===== src/rtl/whole_word_keyword_matcher_defines.svh =====
// Assertion macros for the whole-word keyword matcher.
`ifndef WHOLE_WORD_KEYWORD_MATCHER_DEFINES_SVH
`define WHOLE_WORD_KEYWORD_MATCHER_DEFINES_SVH

// Same-cycle implication, checked out of reset.
`define WWKM_ASSERT_NOW(label, clk, rst_n, ante, cons, msg) \
    label: assert property (@(posedge clk) disable iff (!rst_n) (ante) |-> (cons)) \
        else $error(msg);

// Next-cycle implication, checked out of reset.
`define WWKM_ASSERT_NEXT(label, clk, rst_n, ante, cons, msg) \
    label: assert property (@(posedge clk) disable iff (!rst_n) (ante) |=> (cons)) \
        else $error(msg);

`endif


===== src/rtl/wwkm_pkg.sv =====
// Types, constants and helper functions shared by the keyword matcher.
package wwkm_pkg;

    localparam int MAX_KEY_LEN = 16;
    localparam int OFFSET_BITS = 16;
    localparam int WIN_DEPTH   = MAX_KEY_LEN + 1;
    localparam int WIN_IDX_W   = $clog2(WIN_DEPTH);
    localparam int FILL_W      = $clog2(WIN_DEPTH + 2);
    localparam int LEN_W       = 5;
    localparam int CFG_IDX_W   = 2;
    localparam int CFG_DATA_W  = 64;
    localparam int START_W     = 16;
    // start offset arithmetic: counter plus room for the keyword length
    localparam int CALC_W      = OFFSET_BITS + LEN_W;

    localparam logic [OFFSET_BITS-1:0] OFFSET_MAX = '1;

    typedef enum logic [CFG_IDX_W-1:0] {
        CFG_KEY_LOW  = 2'd0,
        CFG_KEY_HIGH = 2'd1,
        CFG_KEY_LEN  = 2'd2
    } t_cfg_reg;

    typedef logic [WIN_DEPTH-1:0][7:0]   t_window;
    typedef logic [MAX_KEY_LEN-1:0][7:0] t_key;
    typedef logic [OFFSET_BITS-1:0]      t_offset;

    typedef struct packed {
        logic [7:0] text_byte;
        logic       end_of_line;
    } t_in;

    typedef struct packed {
        logic               found;
        logic [START_W-1:0] match_start;
        logic               offset_overflow;
    } t_out;

    function automatic logic is_alnum(input logic [7:0] c);
        return (c >= 8'h30 && c <= 8'h39) || (c >= 8'h41 && c <= 8'h5A) ||
               (c >= 8'h61 && c <= 8'h7A);
    endfunction

    // Clamp an offset to the 16-bit result field.
    function automatic logic [START_W-1:0] cap_start(input t_offset off);
        logic [OFFSET_BITS+START_W-1:0] ext;
        ext = (OFFSET_BITS + START_W)'(off);
        if (ext > (OFFSET_BITS + START_W)'({START_W{1'b1}})) begin
            return '1;
        end
        return START_W'(ext);
    endfunction

endpackage


===== src/rtl/wwkm_cand.sv =====
// Whole-word candidate check: keyword ending at window entry 0, with left boundary test.
module wwkm_cand (
    input  wwkm_pkg::t_window                 i_win,
    input  logic [wwkm_pkg::FILL_W-1:0]       i_fill,
    input  wwkm_pkg::t_key                    i_key,
    input  logic [wwkm_pkg::LEN_W-1:0]        i_len,
    output logic                              o_hit
);

    logic                             len_ok;
    logic                             eq;
    logic                             left_ok;
    logic [wwkm_pkg::WIN_IDX_W-1:0]   left_idx;
    logic [wwkm_pkg::LEN_W-1:0]       pos;

    always_comb begin
        len_ok = (i_len >= wwkm_pkg::LEN_W'(1)) &&
                 (i_len <= wwkm_pkg::LEN_W'(wwkm_pkg::MAX_KEY_LEN));
        // key byte j sits len-1-j entries back from the newest byte
        eq  = 1'b1;
        pos = '0;
        for (int j = 0; j < wwkm_pkg::MAX_KEY_LEN; j++) begin
            pos = i_len - wwkm_pkg::LEN_W'(1) - wwkm_pkg::LEN_W'(j);
            if (len_ok && (wwkm_pkg::LEN_W'(j) < i_len)) begin
                if (i_key[j] != i_win[pos[wwkm_pkg::WIN_IDX_W-1:0]]) begin
                    eq = 1'b0;
                end
            end
        end
        left_idx = len_ok ? wwkm_pkg::WIN_IDX_W'(i_len) : '0;
        left_ok  = (i_fill == wwkm_pkg::FILL_W'(i_len)) ||
                   !wwkm_pkg::is_alnum(i_win[left_idx]);
        o_hit    = len_ok && (i_fill >= wwkm_pkg::FILL_W'(i_len)) && eq && left_ok;
    end

endmodule


===== src/rtl/whole_word_keyword_matcher.sv =====
// Whole-word keyword matcher: takes one line byte per cycle and reports the
// first isolated occurrence of the configured keyword on the line's last byte.
// It sustains one byte per cycle with no gaps: a byte is captured in an input
// register, and a single pass of compare logic over the 17-byte window then
// updates the line state; on the last byte the result lands in an output
// register behind the input register. Only a stalled result with a further
// last byte behind it holds the input side back.
// Configuration writes are taken at any time but must only be issued while
// the block is idle.
`include "whole_word_keyword_matcher_defines.svh"

module whole_word_keyword_matcher (
    input  logic                                i_clk,
    input  logic                                i_rst_n,
    input  logic                                i_in_valid,
    output logic                                o_in_ready,
    input  wwkm_pkg::t_in                       i_in,
    output logic                                o_out_valid,
    input  logic                                i_out_ready,
    output wwkm_pkg::t_out                      o_out,
    input  logic                                i_cfg_valid,
    output logic                                o_cfg_ready,
    input  logic [wwkm_pkg::CFG_IDX_W-1:0]      i_cfg_index,
    input  logic [wwkm_pkg::CFG_DATA_W-1:0]     i_cfg_data
);

    // configuration
    logic [wwkm_pkg::CFG_DATA_W-1:0] r_key_lo;
    logic [wwkm_pkg::CFG_DATA_W-1:0] r_key_hi;
    logic [wwkm_pkg::LEN_W-1:0]      r_key_len;

    // input stage
    logic                            r_in_valid;
    wwkm_pkg::t_in                   r_in;

    // line state
    wwkm_pkg::t_window               r_win;
    logic [wwkm_pkg::FILL_W-1:0]     r_fill;
    wwkm_pkg::t_offset               r_bytes;
    logic                            r_match_seen;
    wwkm_pkg::t_offset               r_match_off;
    logic                            r_over;

    // output stage
    logic                            r_out_valid;
    wwkm_pkg::t_out                  r_out;

    logic                            advance;
    wwkm_pkg::t_key                  key;
    logic [2*wwkm_pkg::CFG_DATA_W-1:0] key_flat;
    wwkm_pkg::t_window               n_win;
    logic [wwkm_pkg::FILL_W-1:0]     fill_plus;
    logic [wwkm_pkg::FILL_W-1:0]     n_fill;
    wwkm_pkg::t_offset               n_bytes;
    logic                            n_match_seen;
    wwkm_pkg::t_offset               n_match_off;
    logic                            n_over;
    logic                            hit_prev;
    logic                            hit_last;
    logic                            cand_prev;
    logic                            cand_last;
    logic [wwkm_pkg::CALC_W-1:0]     diff_prev;
    logic [wwkm_pkg::CALC_W-1:0]     diff_last;
    wwkm_pkg::t_offset               off_prev;
    wwkm_pkg::t_offset               off_last;
    wwkm_pkg::t_out                  n_out;

    assign key_flat = {r_key_hi, r_key_lo};
    assign key      = key_flat[wwkm_pkg::MAX_KEY_LEN*8-1:0];

    assign advance     = r_in_valid && (!r_in.end_of_line || !r_out_valid || i_out_ready);
    assign o_in_ready  = !r_in_valid || advance;
    assign o_cfg_ready = 1'b1;
    assign o_out_valid = r_out_valid;
    assign o_out       = r_out;

    // window after shifting in the current byte; also the window for a
    // candidate that ends on the current byte
    always_comb begin
        n_win[0] = r_in.text_byte;
        for (int k = 1; k < wwkm_pkg::WIN_DEPTH; k++) begin
            n_win[k] = r_win[k-1];
        end
    end

    assign fill_plus = r_fill + wwkm_pkg::FILL_W'(1);

    wwkm_cand u_cand_prev (
        .i_win  (r_win),
        .i_fill (r_fill),
        .i_key  (key),
        .i_len  (r_key_len),
        .o_hit  (hit_prev)
    );

    wwkm_cand u_cand_last (
        .i_win  (n_win),
        .i_fill (fill_plus),
        .i_key  (key),
        .i_len  (r_key_len),
        .o_hit  (hit_last)
    );

    always_comb begin
        cand_prev = hit_prev && !wwkm_pkg::is_alnum(r_in.text_byte);
        cand_last = hit_last && r_in.end_of_line;

        diff_prev = wwkm_pkg::CALC_W'(r_bytes) - wwkm_pkg::CALC_W'(r_key_len);
        diff_last = wwkm_pkg::CALC_W'(r_bytes) + wwkm_pkg::CALC_W'(1) -
                    wwkm_pkg::CALC_W'(r_key_len);
        off_prev  = r_over ? wwkm_pkg::OFFSET_MAX : diff_prev[wwkm_pkg::OFFSET_BITS-1:0];
        off_last  = r_over ? wwkm_pkg::OFFSET_MAX : diff_last[wwkm_pkg::OFFSET_BITS-1:0];

        // the earlier candidate wins, and only the first occurrence is kept
        priority if (r_match_seen || !(cand_prev || cand_last)) begin
            n_match_seen = r_match_seen;
            n_match_off  = r_match_off;
        end else if (cand_prev) begin
            n_match_seen = 1'b1;
            n_match_off  = off_prev;
        end else begin
            n_match_seen = 1'b1;
            n_match_off  = off_last;
        end

        if (r_bytes == wwkm_pkg::OFFSET_MAX) begin
            n_over  = 1'b1;
            n_bytes = r_bytes;
        end else begin
            n_over  = r_over;
            n_bytes = r_bytes + wwkm_pkg::OFFSET_BITS'(1);
        end

        n_fill = (r_fill == wwkm_pkg::FILL_W'(wwkm_pkg::WIN_DEPTH)) ? r_fill : fill_plus;

        n_out.found           = n_match_seen;
        n_out.match_start     = n_match_seen ? wwkm_pkg::cap_start(n_match_off) : '0;
        n_out.offset_overflow = n_over;
    end

    always_ff @(posedge i_clk) begin
        if (!i_rst_n) begin
            r_key_lo  <= '0;
            r_key_hi  <= '0;
            r_key_len <= wwkm_pkg::LEN_W'(1);
        end else if (i_cfg_valid) begin
            unique case (i_cfg_index)
                wwkm_pkg::CFG_KEY_LOW:  r_key_lo  <= i_cfg_data;
                wwkm_pkg::CFG_KEY_HIGH: r_key_hi  <= i_cfg_data;
                wwkm_pkg::CFG_KEY_LEN:  r_key_len <= i_cfg_data[wwkm_pkg::LEN_W-1:0];
                default: ;
            endcase
        end
    end

    always_ff @(posedge i_clk) begin
        if (!i_rst_n) begin
            r_in_valid <= 1'b0;
        end else if (o_in_ready) begin
            r_in_valid <= i_in_valid;
        end
    end

    always_ff @(posedge i_clk) begin
        if (o_in_ready && i_in_valid) begin
            r_in <= i_in;
        end
    end

    // window bytes past the fill count are never looked at, so no reset
    always_ff @(posedge i_clk) begin
        if (advance) begin
            r_win <= n_win;
        end
    end

    always_ff @(posedge i_clk) begin
        if (!i_rst_n) begin
            r_fill       <= '0;
            r_bytes      <= '0;
            r_match_seen <= 1'b0;
            r_match_off  <= '0;
            r_over       <= 1'b0;
        end else if (advance) begin
            if (r_in.end_of_line) begin
                r_fill       <= '0;
                r_bytes      <= '0;
                r_match_seen <= 1'b0;
                r_match_off  <= '0;
                r_over       <= 1'b0;
            end else begin
                r_fill       <= n_fill;
                r_bytes      <= n_bytes;
                r_match_seen <= n_match_seen;
                r_match_off  <= n_match_off;
                r_over       <= n_over;
            end
        end
    end

    always_ff @(posedge i_clk) begin
        if (!i_rst_n) begin
            r_out_valid <= 1'b0;
        end else if (advance && r_in.end_of_line) begin
            r_out_valid <= 1'b1;
        end else if (i_out_ready) begin
            r_out_valid <= 1'b0;
        end
    end

    always_ff @(posedge i_clk) begin
        if (advance && r_in.end_of_line) begin
            r_out <= n_out;
        end
    end

    `WWKM_ASSERT_NOW(a_no_start_without_match, i_clk, i_rst_n, o_out_valid && !o_out.found, o_out.match_start == '0, "match_start nonzero on a result with no match")
    `WWKM_ASSERT_NEXT(a_line_cleared, i_clk, i_rst_n, advance && r_in.end_of_line, r_fill == '0 && r_bytes == '0 && !r_match_seen && !r_over, "line state not cleared after last byte")
    `WWKM_ASSERT_NOW(a_match_needs_bytes, i_clk, i_rst_n, r_match_seen, r_bytes != '0 && r_fill != '0, "match recorded with no bytes in the line")
    `WWKM_ASSERT_NOW(a_ready_when_empty, i_clk, i_rst_n, !r_in_valid, o_in_ready, "input stalled with an empty input stage")

endmodule

===== config.mk =====
export PLATFORM = sky130hd
export DESIGN_NAME = whole_word_keyword_matcher
export DESIGN_NICKNAME = d
export VERILOG_FILES = /design/src/rtl/wwkm_pkg.sv /design/src/rtl/wwkm_cand.sv /design/src/rtl/whole_word_keyword_matcher.sv
export VERILOG_INCLUDE_DIRS = /design/src /design/src/rtl
export SDC_FILE = /design/constraint.sdc
export NUM_CORES = 2
export LEC_CHECK = 0
export ABC_CLOCK_PERIOD_IN_PS = 7700
export BUFFER_PORTS_ARGS = -buffer_cell sky130_fd_sc_hd__clkbuf_2
export CAP_MARGIN = 0
export CELL_PAD_IN_SITES_DETAIL_PLACEMENT = 0
export CELL_PAD_IN_SITES_GLOBAL_PLACEMENT = 2
export CORE_UTILIZATION = 35
export DETAILED_ROUTE_END_ITERATION = 10
export PLACE_DENSITY = 0.83
export SYNTH_ARGS = -nofsm -noshare
export SYNTH_HDL_FRONTEND = slang
export SYNTH_HIERARCHICAL = 1
export SYNTH_SLANG_ARGS = --single-unit
export TNS_END_PERCENT = 5

===== constraint.sdc =====
create_clock -name i_clk -period 7.7 [get_ports i_clk]
set_input_delay 0.77 -clock i_clk [delete_from_list [all_inputs] [get_ports i_clk]]
set_output_delay 0.77 -clock i_clk [all_outputs]
set_load 0.03 [all_outputs]

==> results.ini <==
[route]
drtIter0Drc = 6712
vias_per_cell = 6.99
finalWirelength_mm = 286
drtAntennaViolNets = 0
drc = 0
drt_pre_antenna_iters = 7
wl_per_cell_um = 44.2
via_count = 45300

[final_layout]
syn2layout_area_growth_pct = 11.6
drive_gt1_share_pct = 19.0
n_fill_cell = 12100
final_core_util_pct = 39.3
instances_no_fill = 6484
final_nets = 5068
design_area_um2 = 46400

[logic_synthesis]
yosysMostFrequentCell = nand2_1
synth_top_area_share_pct = 11.8
syn_nets = 4995
yosys-top-cells-area = edfxtp_1 12%, mux2i_1 11%, mux4_2 10%, dfxtp_1 8.4%, nand2_1 5.6%
ys.flop_type = dfxtp_1
synth_warnings = 6
synth_edf_count = 163
synth-seq-cells = 337
synth_cell_types = 120
syn_area_um2 = 41500
synthCells = 4828
synthTopCellsByCount = 621 x nand2_1, 437 x mux2i_1, 263 x nor2_1, 215 x o21ai_0, 202 x xnor2_1
synth.largest_area_cell = edfxtp_1
avgSynthCellArea_um2 = 8.61
async_flop_share_pct = 0
ys_seq_area_share_pct = 20.2

[pwr]
report.power.total_mw = 7.66
leakage_nw = 17.9
p_per_area_nw_per_um2 = 165
max-vdd-ir-drop_mv = 0.175

[floorplan]
num_io_pins = 101
start_util_pct = 35.2
core_area_um2 = 118000
dieArea_um2 = 120000
die_h_um = 347
fp.dieW_um = 347
rows = 126

[sta]
max_freq_mhz = 133
post-route-min-period_ns = 7.52
hold_viol = 0
worst_pin_slew_ns = 1.39
slew_headroom_pct = 5.80
fin_tns_setup_ns = 0
min_period_over_period_pct = 97.7
drv_slew = 0
setup_viol = 0
layout_setup_ws_ns = 0.178
worst_clock_skew_ns = 0.0477
whs_ns = 0.298
rsz0062_at_grt = no

[clock_tree]
numCtsBuffers = 45
post_cts_buffers = 0
cts_buffer_depth = 3
root_buffer = clkbuf_16
clkSlewWorstSetupHoldPaths_ns = 0.07
htreeDepth = 2
cts_tree = done
cts_num_sinks = 337
worst_skew_pair.late_latency_ns = 0.66

[placed_design]
place.gp.congestion = 1.11
place_ws_ns = 0.0411
numPortBuffers = 99
dpl_cell_area_um2 = 44700
place_inst = 6389
place_hpwl_mm = 223

[global_routing]
grt_max_degree = 109
grt_usage_pct = 46.0
grt_pass1_wl_mm = 378
grt_pass1_vias = 40900
antenna_found_initial = 20
gr-total-overflow = 0

[setup_path]
crit_path_cell_trace = clkinv_1, ha_4, buf_12, nand2_1, nor3_4, nor2b_1, buf_4, a31oi_1, o21ai_0, a21oi_1, or4_1, o211ai_1, o31ai_2, or4_1, a211oi_4, nand2_1, nor2_1, a211oi_2, buf_4, nor2_1, o21ai_0, a22oi_1
r2r_cells = 22
crit_arrival_ns = 8.07
crit_fanout = 59
crit_type = flip-flop to flip-flop
slowest_stage = o211ai_1
crit_path_end_kind = flip-flop
required_ns = 8.25
slowest_delay_ns = 0.76
setup.worst_path.start_class = flip-flop

[flow_run]
maxCapViolCount = 0

[worst_hold_path]
whs_path_depth = 1
hp-class = primary input to flip-flop

[run_status]
status = finished clean

-- worst max-delay path: cells and delay by family, from the launching register on --
kind,cells,cell delay [ns]
AO/OA/AOI/OAI,9,2.21
AND/OR/NAND/NOR,8,3.04
flip-flops,1,0.47
adder cells (fa/ha/maj),1,0.59
buffers and inverters,4,0.99
-- flip-flops by register name, indices dropped and copies added (netlist names) --
signal        count
n_win           136
r_key_hi         64
r_key_lo         64
o_out            18
r_bytes          16
r_match_off      16
r_win             8
r_fill            5
r_key_len         5
o_out_valid       1
r_in              1
r_in_valid        1
r_match_seen      1
r_over            1
-- cells by family after synthesis --
group,count (synthesis),share of synthesized area [%]
xor+xnor,344,7.94
other cells,1,0.00903
fa+ha+maj,87,2.69
buf+inv,488,5.16
flops,337,20.2
mux,788,25.2
compound gates,1276,21.4
simple gates,1507,17.5
-- timing repair --
action                     in CTS  in global routing
cloned                          0                  1
gates resized for setup         1                 10
hold buffers                    0                  0
setup endpoints to repair       2                 29
pin swaps                       0                  1
hold endpoints to repair        0                  0
-- area by class of cell --
| class | count | area, um2 | area share (%) |
|---|---|---|---|
| multi-input cells | 4003 | 31200 | 67.3 |
| flip-flops and latches | 337 | 8390 | 18.1 |
| repair buffers | 391 | 2830 | 6.11 |
| well taps | 1536 | 1920 | 4.15 |
| clock buffers | 58 | 1250 | 2.69 |
| inverters | 123 | 469 | 1.01 |
| clock inverters | 22 | 279 | 0.602 |
| diodes | 14 | 35.0 | 0.0756 |
-- path summary, 6_finish.rpt --
check,start,endpoint,slack (ns)
hold / removal,i_in[6],n_win[5],0.30
setup reg to reg,r_key_len[1],r_match_off[11],0.18
setup / recovery,r_key_len[1],r_match_off[11],0.18
hold reg to reg,r_match_off[0],r_match_off[0],0.45
-- metal layers --
metal,vias to the layer above,wire length [um],track usage [%]
met2,3231,117000,65.8
met4,12,25900,34.1
met3,796,35900,16.1
met5,-,196,0.680
li1,18600,-,-
met1,22700,108000,56.7
-- cells in the final DEF, fill, tap and decap left out, types with 28 or more instances in the layout --
| master | synthesis | final |
|---|---|---|
| nand2_1 | 621 | 621 |
| mux2i_1 | 437 | 436 |
| buf_4 | 23 | 282 |
| nor2_1 | 263 | 260 |
| o21ai_0 | 215 | 215 |
| xnor2_1 | 202 | 199 |
| a21oi_1 | 189 | 189 |
| mux4_2 | 189 | 189 |
| dfxtp_1 | 174 | 169 |
| edfxtp_1 | 163 | 163 |
| mux2_2 | 161 | 161 |
| a21boi_0 | 142 | 142 |
| xor2_1 | 117 | 117 |
| inv_1 | 108 | 106 |
| nand3_1 | 101 | 101 |
| clkbuf_2 | 1 | 98 |
| nor3_1 | 98 | 97 |
| o22ai_1 | 90 | 90 |
| a31oi_1 | 84 | 84 |
| ha_1 | 83 | 79 |
| a22oi_1 | 68 | 68 |
| a211oi_1 | 64 | 64 |
| nor2b_1 | 56 | 55 |
| nand4_1 | 54 | 54 |
| nor4_1 | 49 | 48 |
| clkbuf_16 | 0 | 48 |
| nand2b_1 | 42 | 42 |
| o211ai_1 | 39 | 39 |
| o31ai_1 | 40 | 38 |
| and3_1 | 32 | 32 |
| a221oi_1 | 32 | 31 |
| o32ai_1 | 28 | 28 |
-- report_power, final --
| part | leakage [nW] | internal [mW] | switching, mW |
|---|---|---|---|
| combinational | 14.2 | 1.08 | 2.16 |
| sequential | 2.94 | 1.94 | 0.216 |
| clock | 0.738 | 1.32 | 0.943 |
Note: power is estimated with default switching activity, not from simulation.
